`config.mk`:
```
export PLATFORM = sky130hd
export DESIGN_NAME = code_token_shape_detector_core_flat
export DESIGN_NICKNAME = d
export VERILOG_FILES = /design/src/design/ctsd_pkg.sv /design/src/design/ctsd_if.sv /design/src/design/ctsd_tail_cell.sv /design/src/design/code_token_shape_detector_core.sv /design/src/flat_wrapper.sv
export SDC_FILE = /design/constraint.sdc
export NUM_CORES = 1
export LEC_CHECK = 0
export BUFFER_PORTS_ARGS = -buffer_cell sky130_fd_sc_hd__clkbuf_2
export CAP_MARGIN = 20
export CELL_PAD_IN_SITES_DETAIL_PLACEMENT = 0
export CELL_PAD_IN_SITES_GLOBAL_PLACEMENT = 1
export CORE_UTILIZATION = 45
export DETAILED_ROUTE_END_ITERATION = 16
export PLACE_DENSITY = 0.9
export SLEW_MARGIN = 10
export SYNTH_ARGS = -nofsm -noshare
export SYNTH_HDL_FRONTEND = slang
export SYNTH_SLANG_ARGS = --single-unit
```
`constraint.sdc`:
```
create_clock -name clk -period 3.7 [get_ports clk]
set_clock_uncertainty 0.05 [all_clocks]
set_input_delay 0.185 -clock clk [delete_from_list [all_inputs] [get_ports clk]]
set_output_delay 0.185 -clock clk [all_outputs]
set_load 0.02 [all_outputs]
```
`src/design/ctsd_pkg.sv`:
```
// Shared types, constants and the suffix matcher for the code token shape detector.
package ctsd_pkg;

  localparam int unsigned MAX_QUERY_CHARS = 1023;
  localparam int unsigned CHARS_W         = $clog2(MAX_QUERY_CHARS + 1);
  localparam int unsigned SUFFIX_CHARS    = 5;
  localparam int unsigned TAIL_W          = 8 * SUFFIX_CHARS;
  localparam int unsigned EXT_COUNT       = 15;

  localparam logic [7:0] CH_NUL   = 8'h00;
  localparam logic [7:0] CH_TAB   = 8'h09;
  localparam logic [7:0] CH_NL    = 8'h0A;
  localparam logic [7:0] CH_SPACE = 8'h20;
  localparam logic [7:0] CH_DASH  = 8'h2D;
  localparam logic [7:0] CH_DOT   = 8'h2E;
  localparam logic [7:0] CH_SLASH = 8'h2F;
  localparam logic [7:0] CH_ZERO  = 8'h30;
  localparam logic [7:0] CH_NINE  = 8'h39;
  localparam logic [7:0] CH_COLON = 8'h3A;
  localparam logic [7:0] CH_GT    = 8'h3E;

  // Extensions right-aligned: last character of the extension in the low byte.
  localparam logic [TAIL_W-1:0] EXT_TEXT [EXT_COUNT] = '{
    TAIL_W'(".c"),   TAIL_W'(".h"),   TAIL_W'(".cc"),  TAIL_W'(".cpp"),
    TAIL_W'(".hpp"), TAIL_W'(".inc"), TAIL_W'(".py"),  TAIL_W'(".js"),
    TAIL_W'(".ts"),  TAIL_W'(".go"),  TAIL_W'(".rs"),  TAIL_W'(".java"),
    TAIL_W'(".rb"),  TAIL_W'(".sh"),  TAIL_W'(".sql")
  };
  localparam int unsigned EXT_LEN [EXT_COUNT] = '{
    2, 2, 3, 4, 4, 4, 3, 3, 3, 3, 3, 5, 3, 3, 4
  };

  typedef enum logic [1:0] {
    REASON_NONE   = 2'd0,
    REASON_TOKEN  = 2'd1,
    REASON_CALLER = 2'd2
  } reason_t;

  typedef enum logic [1:0] {
    COLON_NONE = 2'd0,
    COLON_JUST = 2'd1,
    COLON_DONE = 2'd2
  } colon_t;

  typedef struct packed {
    logic       valid;
    logic [7:0] data;
  } tail_cell_t;

  typedef tail_cell_t [SUFFIX_CHARS-1:0] tail_t;

  // True when the tail, newest byte at index 0, ends in one of the extensions.
  function automatic logic suffix_match(input tail_t tail);
    logic hit;
    logic ok;
    hit = 1'b0;
    for (int i = 0; i < EXT_COUNT; i++) begin
      ok = (EXT_LEN[i] <= SUFFIX_CHARS);
      for (int k = 0; k < SUFFIX_CHARS; k++) begin
        if (k < EXT_LEN[i]) begin
          if (!tail[k].valid || tail[k].data != EXT_TEXT[i][8*k +: 8]) begin
            ok = 1'b0;
          end
        end
      end
      hit = hit | ok;
    end
    return hit;
  endfunction

endpackage

```
`src/design/ctsd_if.sv`:
```
// Valid/ready channel interfaces for query bytes and detector results.
interface ctsd_in_if;
  logic       valid;
  logic       ready;
  logic [7:0] char_code;
  logic       has_char;
  logic       last;
  logic       caller_force;

  modport source (output valid, char_code, has_char, last, caller_force, input ready);
  modport sink   (input valid, char_code, has_char, last, caller_force, output ready);
endinterface

interface ctsd_out_if;
  logic       valid;
  logic       ready;
  logic [1:0] reason;
  logic       graph_enable;

  modport source (output valid, reason, graph_enable, input ready);
  modport sink   (input valid, reason, graph_enable, output ready);
endinterface

```
`src/design/ctsd_tail_cell.sv`:
```
// One byte cell of the token tail shift chain.
module ctsd_tail_cell (
  input  logic                clk,
  input  logic                rst,
  input  logic                shift,
  input  logic                clear,
  input  ctsd_pkg::tail_cell_t up,
  output ctsd_pkg::tail_cell_t held,
  output ctsd_pkg::tail_cell_t look
);

  logic       valid;
  logic [7:0] data;

  always_ff @(posedge clk) begin
    if (rst) begin
      valid <= 1'b0;
    end else if (clear) begin
      valid <= 1'b0;
    end else if (shift) begin
      valid <= up.valid;
    end
  end

  always_ff @(posedge clk) begin
    if (shift) begin
      data <= up.data;
    end
  end

  assign held.valid = valid;
  assign held.data  = data;

  // View of the cell with the current byte already taken in.
  assign look.valid = shift ? up.valid : valid;
  assign look.data  = shift ? up.data  : data;

endmodule

```
`src/design/code_token_shape_detector_core.sv`:
```
// Top level: token splitter, shape flags, tail cell chain and result register.
//
//   channel | dir | payload                                   | transfer
//   req     | in  | char_code, has_char, last, caller_force   | valid & ready
//   rsp     | out | reason, graph_enable (one per query)      | valid & ready
//
// One query byte per cycle, back to back, while req.ready is high; the result of a
// query appears in the cycle after its last item and sits in an output register.
// The tail is a chain of SUFFIX_CHARS byte cells shifting in every token byte.
// Reset (rst, synchronous) clears all flags, the byte count and the result valid flag.
// req.ready drops only while a result waits and rsp.ready is low.
module code_token_shape_detector_core (
  input  logic            clk,
  input  logic            rst,
  ctsd_in_if.sink         req,
  ctsd_out_if.source      rsp
);

  logic                          in_fire;
  logic                          take;
  logic                          consume;
  logic                          tok_char;
  logic                          tok_sep;
  logic                          is_sep;
  logic                          end_tok;
  logic                          cell_clear;
  logic [7:0]                    c;

  logic                          slash_seen, slash_seen_next;
  logic                          dot_seen, dot_seen_next;
  ctsd_pkg::colon_t              colon_phase, colon_phase_next;
  logic                          token_hit, token_hit_next;
  logic                          query_hit, query_hit_next;
  logic [ctsd_pkg::CHARS_W-1:0]  chars_taken, chars_taken_next;

  logic                          slash_a, dot_a, hit_a, query_a, suffix_hit;
  ctsd_pkg::colon_t              colon_a;
  ctsd_pkg::reason_t             reason_a;

  ctsd_pkg::tail_t               held;
  ctsd_pkg::tail_t               look;
  ctsd_pkg::tail_t               up;

  logic                          out_valid;
  ctsd_pkg::reason_t             out_reason;

  assign req.ready = !out_valid || rsp.ready;
  assign in_fire   = req.valid && req.ready;
  assign c         = req.char_code;

  assign take     = in_fire && req.has_char
                    && (chars_taken < ctsd_pkg::CHARS_W'(ctsd_pkg::MAX_QUERY_CHARS));
  assign consume  = take && (c != ctsd_pkg::CH_NUL);
  assign is_sep   = (c == ctsd_pkg::CH_SPACE) || (c == ctsd_pkg::CH_TAB)
                    || (c == ctsd_pkg::CH_NL);
  assign tok_char = consume && !is_sep;
  assign tok_sep  = consume && is_sep;
  assign end_tok  = tok_sep || (in_fire && req.last);
  assign cell_clear = end_tok;

  // Tail cell chain: cell 0 takes the new byte, the rest take their neighbor.
  assign up[0].valid = 1'b1;
  assign up[0].data  = c;

  for (genvar k = 0; k < ctsd_pkg::SUFFIX_CHARS; k++) begin : g_cell
    if (k > 0) begin : g_link
      assign up[k] = held[k-1];
    end
    ctsd_tail_cell u_cell (
      .clk   (clk),
      .rst   (rst),
      .shift (tok_char),
      .clear (cell_clear),
      .up    (up[k]),
      .held  (held[k]),
      .look  (look[k])
    );
  end

  // Token flags with the current byte applied.
  always_comb begin
    slash_a = slash_seen || (tok_char && c == ctsd_pkg::CH_SLASH);
    dot_a   = dot_seen   || (tok_char && c == ctsd_pkg::CH_DOT);
    hit_a   = token_hit;
    colon_a = colon_phase;
    if (tok_char) begin
      if (slash_a && dot_a) begin
        hit_a = 1'b1;
      end
      if (held[0].valid && ((held[0].data == ctsd_pkg::CH_COLON && c == ctsd_pkg::CH_COLON)
          || (held[0].data == ctsd_pkg::CH_DASH && c == ctsd_pkg::CH_GT))) begin
        hit_a = 1'b1;
      end
      unique case (colon_phase)
        ctsd_pkg::COLON_NONE: begin
          if (c == ctsd_pkg::CH_COLON) begin
            colon_a = ctsd_pkg::COLON_JUST;
          end
        end
        ctsd_pkg::COLON_JUST: begin
          if (c >= ctsd_pkg::CH_ZERO && c <= ctsd_pkg::CH_NINE) begin
            hit_a = 1'b1;
          end
          colon_a = ctsd_pkg::COLON_DONE;
        end
        ctsd_pkg::COLON_DONE: colon_a = ctsd_pkg::COLON_DONE;
        default:              colon_a = ctsd_pkg::COLON_DONE;
      endcase
    end
  end

  assign suffix_hit = look[0].valid && ctsd_pkg::suffix_match(look);
  assign query_a    = query_hit || (end_tok && (hit_a || suffix_hit));

  always_comb begin
    if (req.caller_force) begin
      reason_a = ctsd_pkg::REASON_CALLER;
    end else if (query_a) begin
      reason_a = ctsd_pkg::REASON_TOKEN;
    end else begin
      reason_a = ctsd_pkg::REASON_NONE;
    end
  end

  always_comb begin
    slash_seen_next  = slash_seen;
    dot_seen_next    = dot_seen;
    colon_phase_next = colon_phase;
    token_hit_next   = token_hit;
    query_hit_next   = query_hit;
    chars_taken_next = chars_taken;
    if (take) begin
      chars_taken_next = consume ? chars_taken + 1'b1
                                 : ctsd_pkg::CHARS_W'(ctsd_pkg::MAX_QUERY_CHARS);
    end
    if (in_fire && req.last) begin
      slash_seen_next  = 1'b0;
      dot_seen_next    = 1'b0;
      colon_phase_next = ctsd_pkg::COLON_NONE;
      token_hit_next   = 1'b0;
      query_hit_next   = 1'b0;
      chars_taken_next = '0;
    end else if (tok_sep) begin
      slash_seen_next  = 1'b0;
      dot_seen_next    = 1'b0;
      colon_phase_next = ctsd_pkg::COLON_NONE;
      token_hit_next   = 1'b0;
      query_hit_next   = query_a;
    end else if (tok_char) begin
      slash_seen_next  = slash_a;
      dot_seen_next    = dot_a;
      colon_phase_next = colon_a;
      token_hit_next   = hit_a;
    end
  end

  always_ff @(posedge clk) begin
    if (rst) begin
      slash_seen  <= 1'b0;
      dot_seen    <= 1'b0;
      colon_phase <= ctsd_pkg::COLON_NONE;
      token_hit   <= 1'b0;
      query_hit   <= 1'b0;
      chars_taken <= '0;
    end else begin
      slash_seen  <= slash_seen_next;
      dot_seen    <= dot_seen_next;
      colon_phase <= colon_phase_next;
      token_hit   <= token_hit_next;
      query_hit   <= query_hit_next;
      chars_taken <= chars_taken_next;
    end
  end

  // Result register: load on the last transfer, drop once taken.
  always_ff @(posedge clk) begin
    if (rst) begin
      out_valid <= 1'b0;
    end else if (in_fire && req.last) begin
      out_valid <= 1'b1;
    end else if (rsp.ready) begin
      out_valid <= 1'b0;
    end
  end

  always_ff @(posedge clk) begin
    if (in_fire && req.last) begin
      out_reason <= reason_a;
    end
  end

  assign rsp.valid        = out_valid;
  assign rsp.reason       = out_reason;
  assign rsp.graph_enable = (out_reason != ctsd_pkg::REASON_NONE);

  a_count_bound: assert property (@(posedge clk) disable iff (rst)
    chars_taken <= ctsd_pkg::CHARS_W'(ctsd_pkg::MAX_QUERY_CHARS))
    else $error("byte count past limit");

  a_query_clear: assert property (@(posedge clk) disable iff (rst)
    (in_fire && req.last) |=> (chars_taken == '0 && !query_hit && !held[0].valid))
    else $error("query state not cleared after last transfer");

  a_colon_prev: assert property (@(posedge clk) disable iff (rst)
    (colon_phase == ctsd_pkg::COLON_JUST)
      |-> (held[0].valid && held[0].data == ctsd_pkg::CH_COLON))
    else $error("colon phase without a colon in the tail");

  a_caller_wins: assert property (@(posedge clk) disable iff (rst)
    (in_fire && req.last && req.caller_force)
      |=> (out_valid && out_reason == ctsd_pkg::REASON_CALLER))
    else $error("caller flag did not set the reason");

endmodule
```
`src/flat_wrapper.sv`:
```
// flat-port wrapper written by rule: the top's interface ports become plain ports
module code_token_shape_detector_core_flat 
  (clk, rst, req_valid, req_char_code, req_has_char, req_last, req_caller_force, req_ready, rsp_valid, rsp_reason, rsp_graph_enable, rsp_ready);
  ctsd_in_if req_i ();
  ctsd_out_if rsp_i ();
  input  logic clk;
  input  logic rst;
  input wire logic [$bits(req_i.valid)-1:0] req_valid;
  input wire logic [$bits(req_i.char_code)-1:0] req_char_code;
  input wire logic [$bits(req_i.has_char)-1:0] req_has_char;
  input wire logic [$bits(req_i.last)-1:0] req_last;
  input wire logic [$bits(req_i.caller_force)-1:0] req_caller_force;
  output wire logic [$bits(req_i.ready)-1:0] req_ready;
  output wire logic [$bits(rsp_i.valid)-1:0] rsp_valid;
  output wire logic [$bits(rsp_i.reason)-1:0] rsp_reason;
  output wire logic [$bits(rsp_i.graph_enable)-1:0] rsp_graph_enable;
  input wire logic [$bits(rsp_i.ready)-1:0] rsp_ready;
  assign req_i.valid = req_valid;
  assign req_i.char_code = req_char_code;
  assign req_i.has_char = req_has_char;
  assign req_i.last = req_last;
  assign req_i.caller_force = req_caller_force;
  assign req_ready = req_i.ready;
  assign rsp_valid = rsp_i.valid;
  assign rsp_reason = rsp_i.reason;
  assign rsp_graph_enable = rsp_i.graph_enable;
  assign rsp_i.ready = rsp_ready;
  code_token_shape_detector_core u_core (.clk(clk), .rst(rst), .req(req_i), .rsp(rsp_i));
endmodule
```
==> Word level (Yosys, flattened, before mapping) <==
Index checks and enable logic that the tools add are counted.
{ "word_totals": {"input_bits": 15, "word_cells": 208, "ff_bits": 64, "output_inout_bits": 5} }
{ "classes": {"bitwise_logic": 14, "n_reduce_logical": 69, "n_mux": 63, "n_addsub": 1, "n_lt_le_gt_ge": 3, "eq_ne": 40} }
{ "op_table": {"columns": ["cell", "count"], "rows": [
  ["8-bit by 7-bit inequality test with 1-bit output (second input constant)", 25],
  ["8-bit by 6-bit equality test with 1-bit output (second input constant)", 7],
  ["1-bit two-way mux", 55],
  ["8-bit two-way mux", 5],
  ["1-bit logical OR", 38],
  ["8-bit by 6-bit inequality test with 1-bit output (second input constant)", 4],
  ["8-bit by 4-bit equality test with 1-bit output (second input constant)", 2],
  ["1-bit logical AND", 16],
  ["1-bit OR", 14],
  ["10-bit by 1-bit adder with 10-bit output (second input constant)", 1],
  ["10-bit < comparator (second input constant)", 1],
  ["10-bit two-way mux", 1],
  ["8-bit by 6-bit greater-or-equal comparator with 1-bit output (second input constant)", 1],
  ["8-bit by 6-bit less-or-equal comparator with 1-bit output (second input constant)", 1],
  ["8-bit nonzero test", 1],
  ["1-bit logical NOT", 7],
  ["2-bit two-way mux", 2],
  ["2-bit nonzero test", 2],
  ["2-bit OR reduction", 2],
  ["3-bit OR reduction", 1],
  ["2-bit by 1-bit equality test with 1-bit output (second input constant)", 1],
  ["2-bit logical NOT", 1],
  ["2-bit by 1-bit inequality test with 1-bit output (second input constant)", 1],
  ["2-bit AND reduction", 1]
]} }

==> Logic depth before layout (Yosys ltp) <==
{ "depth": {"word_depth": 31, "mapped_depth": 10, "depth_no_buf": 9} }

==> By module <==
A second synthesis with hierarchy kept.
{ "unflattened": {"hier_cells": 304, "area_unflattened_um2": 3161.8} }
{ "modules_own_cells": {"columns": ["module", "seq_area_each_um2", "area_per_inst_um2", "instances", "cells_per_inst"], "rows": [
  ["ctsd_tail_cell", 180.2, 316.6, 5, 21],
  ["code_token_shape_detector_core", 400.4, 1579.0, 1, 199]
]} }

==> Least setup slack after synthesis <==
OpenSTA, ideal clock, no wires.
{ "synth_timing": {"path_type": "in2reg", "startpoint": "in req_char_code[5]", "endpoint": "reg u_core.out_reason[0], in the netlist u_core.rsp.reason[0] (data pin)", "required_time_ns": 3.395, "path_slack_ns": 0.629, "arrival_time_ns": 2.766, "setup_time_ns": 0.255, "n_path_buf": 2, "path_stages": 10, "path_cell_list": "or4_4 -> or4_4 -> buf_6 -> and4_4 -> buf_6 -> a311oi_2 -> a211oi_1 -> o311a_1 -> a2111oi_2 -> and3b_1"} }
{ "synth_between": {"elab_chain_len": 29, "word_cells_on_any_way": 166, "cone_classes": "2 x order compare; 36 x eq/ne; 58 x mux; 14 x bitwise; 56 x reduce/logical"} }
{ "synth_rtl": {"columns": ["item", "line", "text"], "rows": [
  ["start: declaration", "flat_wrapper.sv:9", "input wire logic [$bits(req_i.char_code)-1:0] req_char_code;"],
  ["8-bit by 6-bit equality test with 1-bit output or 8-bit by 4-bit equality test with 1-bit output (tied branches)", "code_token_shape_detector_core.sv:54", "assign is_sep = (c == ctsd_pkg::CH_SPACE) || (c == ctsd_pkg::CH_TAB)"],
  ["1-bit logical OR", "code_token_shape_detector_core.sv:54", null],
  ["1-bit logical OR", "code_token_shape_detector_core.sv:55", "|| (c == ctsd_pkg::CH_NL);"],
  ["1-bit logical NOT", "code_token_shape_detector_core.sv:56", "assign tok_char = consume && !is_sep;"],
  ["1-bit logical AND", "code_token_shape_detector_core.sv:56", null],
  ["8-bit two-way mux or 1-bit two-way mux (tied branches)", null, null],
  ["8-bit by 7-bit inequality test with 1-bit output or 1-bit logical NOT (tied branches)", "ctsd_pkg.sv:61", "if (!tail[k].valid || tail[k].data != EXT_TEXT[i][8*k +: 8]) begin"],
  ["1-bit logical OR", "ctsd_pkg.sv:61", null],
  ["1-bit two-way mux (2 in a row)", "ctsd_pkg.sv:61", null],
  ["1-bit OR or 1-bit two-way mux (tied branches) (2 in a row)", "ctsd_pkg.sv:66, ctsd_pkg.sv:61", null],
  ["1-bit OR (12 in a row)", "ctsd_pkg.sv:66", "hit = hit | ok;"],
  ["1-bit logical AND", "code_token_shape_detector_core.sv:112", "assign suffix_hit = look[0].valid && ctsd_pkg::suffix_match(look);"],
  ["1-bit logical OR", "code_token_shape_detector_core.sv:113", "assign query_a = query_hit || (end_tok && (hit_a || suffix_hit));"],
  ["1-bit logical AND (*)", "code_token_shape_detector_core.sv:113", null],
  ["1-bit logical OR (*)", "code_token_shape_detector_core.sv:113", null],
  ["1-bit two-way mux (*)", "code_token_shape_detector_core.sv:118", "end else if (query_a) begin"],
  ["end signal: assignment", "code_token_shape_detector_core.sv:188", "out_reason <= reason_a;"],
  ["end: declaration", "code_token_shape_detector_core.sv:45", "ctsd_pkg::reason_t out_reason;"]
]} }
Every way passes the cells marked *; elsewhere a longest branch is shown, timed or not.
A chain may end at the register's enable or synchronous reset.

==> Worst setup path in the final report <==
{ "layout_timing": {"startpoint": "reg u_core.chars_taken[0] (netlist bit)", "endpoint": "reg u_core.out_reason[0], in the netlist u_core.rsp.reason[0] (data pin)"} }
{ "layout_between": {"elab_chain_len": 28, "word_cells_on_any_way": 150, "cone_classes": "1 x order compare; 29 x eq/ne; 58 x mux; 14 x bitwise; 48 x reduce/logical"} }
{ "layout_rtl": {"columns": ["item", "line", "text"], "rows": [
  ["start: declaration", "code_token_shape_detector_core.sv:34", "logic [ctsd_pkg::CHARS_W-1:0] chars_taken, chars_taken_next;"],
  ["start signal: assignment", "code_token_shape_detector_core.sv:171", "chars_taken <= chars_taken_next;"],
  ["10-bit < comparator (*)", "code_token_shape_detector_core.sv:52", "&& (chars_taken < ctsd_pkg::CHARS_W'(ctsd_pkg::MAX_QUERY_CHARS));"],
  ["1-bit logical AND (*)", "code_token_shape_detector_core.sv:52", null],
  ["1-bit logical AND (*)", "code_token_shape_detector_core.sv:53", "assign consume = take && (c != ctsd_pkg::CH_NUL);"],
  ["1-bit logical AND", "code_token_shape_detector_core.sv:56", null],
  ["8-bit two-way mux or 1-bit two-way mux (tied branches)", null, null],
  ["8-bit by 7-bit inequality test with 1-bit output or 1-bit logical NOT (tied branches)", "ctsd_pkg.sv:61", null],
  ["1-bit logical OR", "ctsd_pkg.sv:61", null],
  ["1-bit two-way mux (2 in a row)", "ctsd_pkg.sv:61", null],
  ["1-bit OR or 1-bit two-way mux (tied branches) (2 in a row)", "ctsd_pkg.sv:66, ctsd_pkg.sv:61", null],
  ["1-bit OR (12 in a row)", "ctsd_pkg.sv:66", null],
  ["1-bit logical AND", "code_token_shape_detector_core.sv:112", null],
  ["1-bit logical OR", "code_token_shape_detector_core.sv:113", null],
  ["1-bit logical AND (*)", "code_token_shape_detector_core.sv:113", null],
  ["1-bit logical OR (*)", "code_token_shape_detector_core.sv:113", null],
  ["1-bit two-way mux (*)", "code_token_shape_detector_core.sv:118", null]
]} }
Marked as above.

==> results by group <==
Run status
  – Outcome: finished clean

Clock tree
  – Number of buffers inserted to repair setup after CTS: 0
  – CTS root buffer: sky130_fd_sc_hd__clkbuf_8
  – CTS tree: built
  – Clock-pin slew reported for the worst setup and hold paths after clock tree synthesis: 70 ps
  – Clock network latency to the later pin of the worst-skew pair: 340 ps
  – Sink Count: 64
  – Num CTS Buffers: 9
  – H-Tree Level Count: 3
  – Worst-case clock buffer depth: 2
  – Hold buffers post-CTS: 2
  – Cts repair resizes: 0

Floorplan
  – Core region area: 7370 µm²
  – Die extent in x: 90.05 µm
  – Initial standard-cell utilization of the core: 0.4733
  – Die span in y: 90.05 µm
  – Boundary pin count: 20
  – Die area: 8108 µm²
  – Standard-cell rows: 31

Final layout
  – Layout overhead on the synthesized area: 9.828%
  – Filler instances: 751
  – Fraction of final layout cells with drive strength greater than 1: 0.1020
  – Antenna fix cells: 0
  – Post-layout net count: ~500

Drt
  – DRC marker count from the first detailed-route iteration: 285
  – Number of antenna-violating nets in the routed design: 0
  – Avg WL per Cell: 15.01 µm
  – Total via count in the routed design: 3437
  – Wire length reported by the detailed router: 8839 µm
  – TritonRoute pass-1 iters: 5
  – Number of vias per cell: 5.835
  – Number of DRC violations after detailed routing: 0

Worst hold path
  – Hold/Removal Path Class: primary input to flop

Synthesis
  – Post-synthesis cell count: 476
  – Synth unique cells: 57
  – Share of synthesized area spent on multiplexers: 0
  – Main combinational cell family by area after synthesis: simple AND/OR/NAND/NOR gates
  – Leading cell type by number of instances after synthesis: sky130_fd_sc_hd__nand2_1
  – Post-synthesis xor/xnor area fraction: 0.002511
  – Cell types with the largest area share after synthesis: sky130_fd_sc_hd__dfxtp_1 (36%), sky130_fd_sc_hd__nand2_1 (16%), sky130_fd_sc_hd__nor2_1 (3.8%)
  – Most frequent cells after synthesis: sky130_fd_sc_hd__nand2_1 (151), sky130_fd_sc_hd__dfxtp_1 (62), sky130_fd_sc_hd__nor2_1 (35), sky130_fd_sc_hd__clkbuf_1 (22), sky130_fd_sc_hd__a21oi_1 (19)
  – Predominant post-synthesis flop cell: sky130_fd_sc_hd__dfxtp_1
  – Part of the Yosys area used for sequential elements: 0.3730
  – Avg Cell Area, Syn: 7.328 µm²
  – Library cell occupying the most area in the post-synthesis netlist: sky130_fd_sc_hd__dfxtp_1
  – Fraction of synthesis flops using an asynchronous set or reset pin: 0
  – Synthesis-stage register bit count: 64
  – Syn nets: 492
  – Synthesized-area fraction occupied by and/or/nand/nor cells: 0.4598
  – Post-synthesis cell area: 3488 µm²
  – Post-synth EDFFs: 2
  – Fraction of synthesized cell area taken by the top area cell type: 0.3558
  – Adder-cell area share of the yosys netlist: 0.003587
  – Post-synthesis compound-gate area fraction: 0.1187
  – Number of warnings reported in the yosys synthesis log: 0

Setup path
  – Slowest stage cell on the critical path: sky130_fd_sc_hd__nand4_1
  – Maximum fanout along the worst path: 11
  – CP cell instances: ha_1, and4_1, nand3_1, nand4_1, a311oi_1, a211oi_1, o311a_1, a2111oi_2, and3b_1
  – Crit path launch type: flop
  – Endpoint arrival time on the critical path: approximately 3300 ps
  – CP Capture Type: flop
  – Peak per-stage delay on the critical path: between 400 and 500 ps
  – Required time reported for the critical path endpoint: approximately 3800 ps
  – Setup CP Type: flop to flop

Power and ir drop
  – Leakage power figure: 1.528 nW
  – Power per cell area: 447.5 nW/µm²
  – Seq pwr share: 0.543
  – Total net switching power: 0.5338 mW
  – Total power: 1.714 mW
  – Logic gate share of total power: 0.150
  – Pint: 1.180 mW
  – Fraction of power spent switching nets: 0.3114
  – Peak supply drop: 0.0002642 V
  – Part of the total power dissipated in the clock network: 0.307

GRT
  – Largest net degree at the start of global routing: 28
  – Global Route Usage Sum: 0.2287
  – Overflow left after global routing: 0
  – Antenna violations before repair: 0
  – Via count of the first global-routing pass: 3138
  – First-pass GRT wire length: between 15000 and 20000 µm

STA
  – Final WS setup: 497.9 ps
  – Max Transition Viols Final: 0
  – Worst slew slack as a fraction of its limit: 0.4094
  – Highest Clock Rate: roughly 310 MHz
  – Final hold slack: 85.34 ps
  – Final setup fails: 0
  – Tightest Pin Transition: 874.0 ps
  – Final Hold Vio Count: 0
  – Final total negative setup slack: 0 ps
  – Post-layout minimum cycle time: 3202 ps
  – Final clock period utilization by the worst path: 0.8654
  – Setup repair after global routing missed its margin: false

Place
  – Placement Setup Slack: 366.5 ps
  – HPWL after detailed placement: 6199 µm
  – Placer congestion estimate: 0.9717
  – Count of port buffers added during placement: 19

Run
  – Maxcap violations: 0
stage by stage:
step                      utilization  cells  area [µm²]
after floorplan                     -    476        3488
after global placement         0.4937    572        3638
after detailed placement       0.4937    572        3638
after CTS                      0.5199    589        3831
after global routing           0.5199    589        3831
final                          0.5199    589        3831
flip-flops by register name (all words and copies together) (netlist names):
name	cells
u_core.query_hit	1
u_core.rsp.reason	2
u_core.slash_seen	1
u_core.g_cell.u_cell.valid	5
u_core.colon_phase	2
u_core.g_cell.u_cell.data	40
u_core.dot_seen	1
u_core.chars_taken	10
u_core.token_hit	1
u_core.rsp.valid	1
routing by layer:
layer | up-vias | GRT usage | routed length [µm]
met5 | - | 0 | 0
met4 | 0 | 0.07930 | 168
met3 | 16 | 0.06261 | 460
met2 | 110 | 0.3410 | 3903
met1 | 1596 | 0.3160 | 4306
li1 | 1715 | - | -
critical path, delay by kind of cell, from the launching register on:
| kind | cells | cell delay, ps |
|---|---|---|
| AO/OA/AOI/OAI | 4 | 1260 |
| flip-flops | 1 | 330 |
| adder cells (fa/ha/maj) | 1 | 240 |
| AND/OR/NAND/NOR | 4 | 1080 |
cell usage in the layout (no fill, tap or decap), types with 4 or more instances in the layout:
cell type                  instances
sky130_fd_sc_hd__nand2_1         151
sky130_fd_sc_hd__dfxtp_1          62
sky130_fd_sc_hd__nor2_1           35
sky130_fd_sc_hd__a21oi_1          19
sky130_fd_sc_hd__clkbuf_2         19
sky130_fd_sc_hd__nand3_1          17
sky130_fd_sc_hd__nor4_1           15
sky130_fd_sc_hd__nor3_1           13
sky130_fd_sc_hd__nand4_1          12
sky130_fd_sc_hd__clkbuf_8         11
sky130_fd_sc_hd__nand2b_1         10
sky130_fd_sc_hd__buf_4             8
sky130_fd_sc_hd__nand3b_1          7
sky130_fd_sc_hd__nand4b_1          7
sky130_fd_sc_hd__o21ai_0           7
sky130_fd_sc_hd__a211oi_1          6
sky130_fd_sc_hd__inv_1             5
sky130_fd_sc_hd__a311oi_1          5
sky130_fd_sc_hd__nor4b_1           4
sky130_fd_sc_hd__nor4bb_1          4
sky130_fd_sc_hd__and4_1            4
sky130_fd_sc_hd__and3_1            4
sky130_fd_sc_hd__nor3b_1           4
sky130_fd_sc_hd__or3_1             4
sky130_fd_sc_hd__and3b_1           4
power groups by stage:
stage / sequential [mW] / clock (mW) / combinational, mW
after global routing: 0.948 / 0.572 / 0.293
after CTS: 0.926 / 0.538 / 0.257
after global placement: 0.940 / 0 / 0.250
final: 0.931 / 0.526 / 0.258
after floorplan: 0.870 / 0 / 0.232
after detailed placement: 0.941 / 0 / 0.254
logic make-up (layout without fill, tap and decap cells):
group,count (synthesis),after routing
fa+ha+maj,1,1
buf+inv,35,49
compound gates,59,59
flops,64,64
simple gates,316,316
xor+xnor,1,1
layout make-up:
class | instances | area, µm² | share of cell area
clock buffers | 12 | 155.1 | 0.04050
repair buffers | 29 | 175.2 | 0.04572
clock inverters | 3 | 17.52 | 0.004572
multi-input cells | 377 | 2039 | 0.5323
inverters | 5 | 18.77 | 0.004899
well taps | 99 | 123.9 | 0.03233
flip-flops and latches | 64 | 1301 | 0.3396
final timing paths:
| check | to | slack (ps) | cells after the start | start |
|---|---|---|---|---|
| worst max register to register | u_core.rsp.reason[0]$_SDFFCE_PP0P_ | 500 | 9 | u_core.chars_taken[0]$_SDFFE_PP0P_ |
| worst min register to register | u_core.g_cell[4].u_cell.data[0]$_DFF_P_ | 400 | 2 | u_core.g_cell[4].u_cell.data[0]$_DFF_P_ |
| worst min-delay path | u_core.g_cell[0].u_cell.data[6]$_DFF_P_ | 90 | 3 | req_char_code[6] |
| worst max-delay path | u_core.rsp.reason[0]$_SDFFCE_PP0P_ | 500 | 9 | u_core.chars_taken[0]$_SDFFE_PP0P_ |
Note: power is estimated with default switching activity, not from simulation.
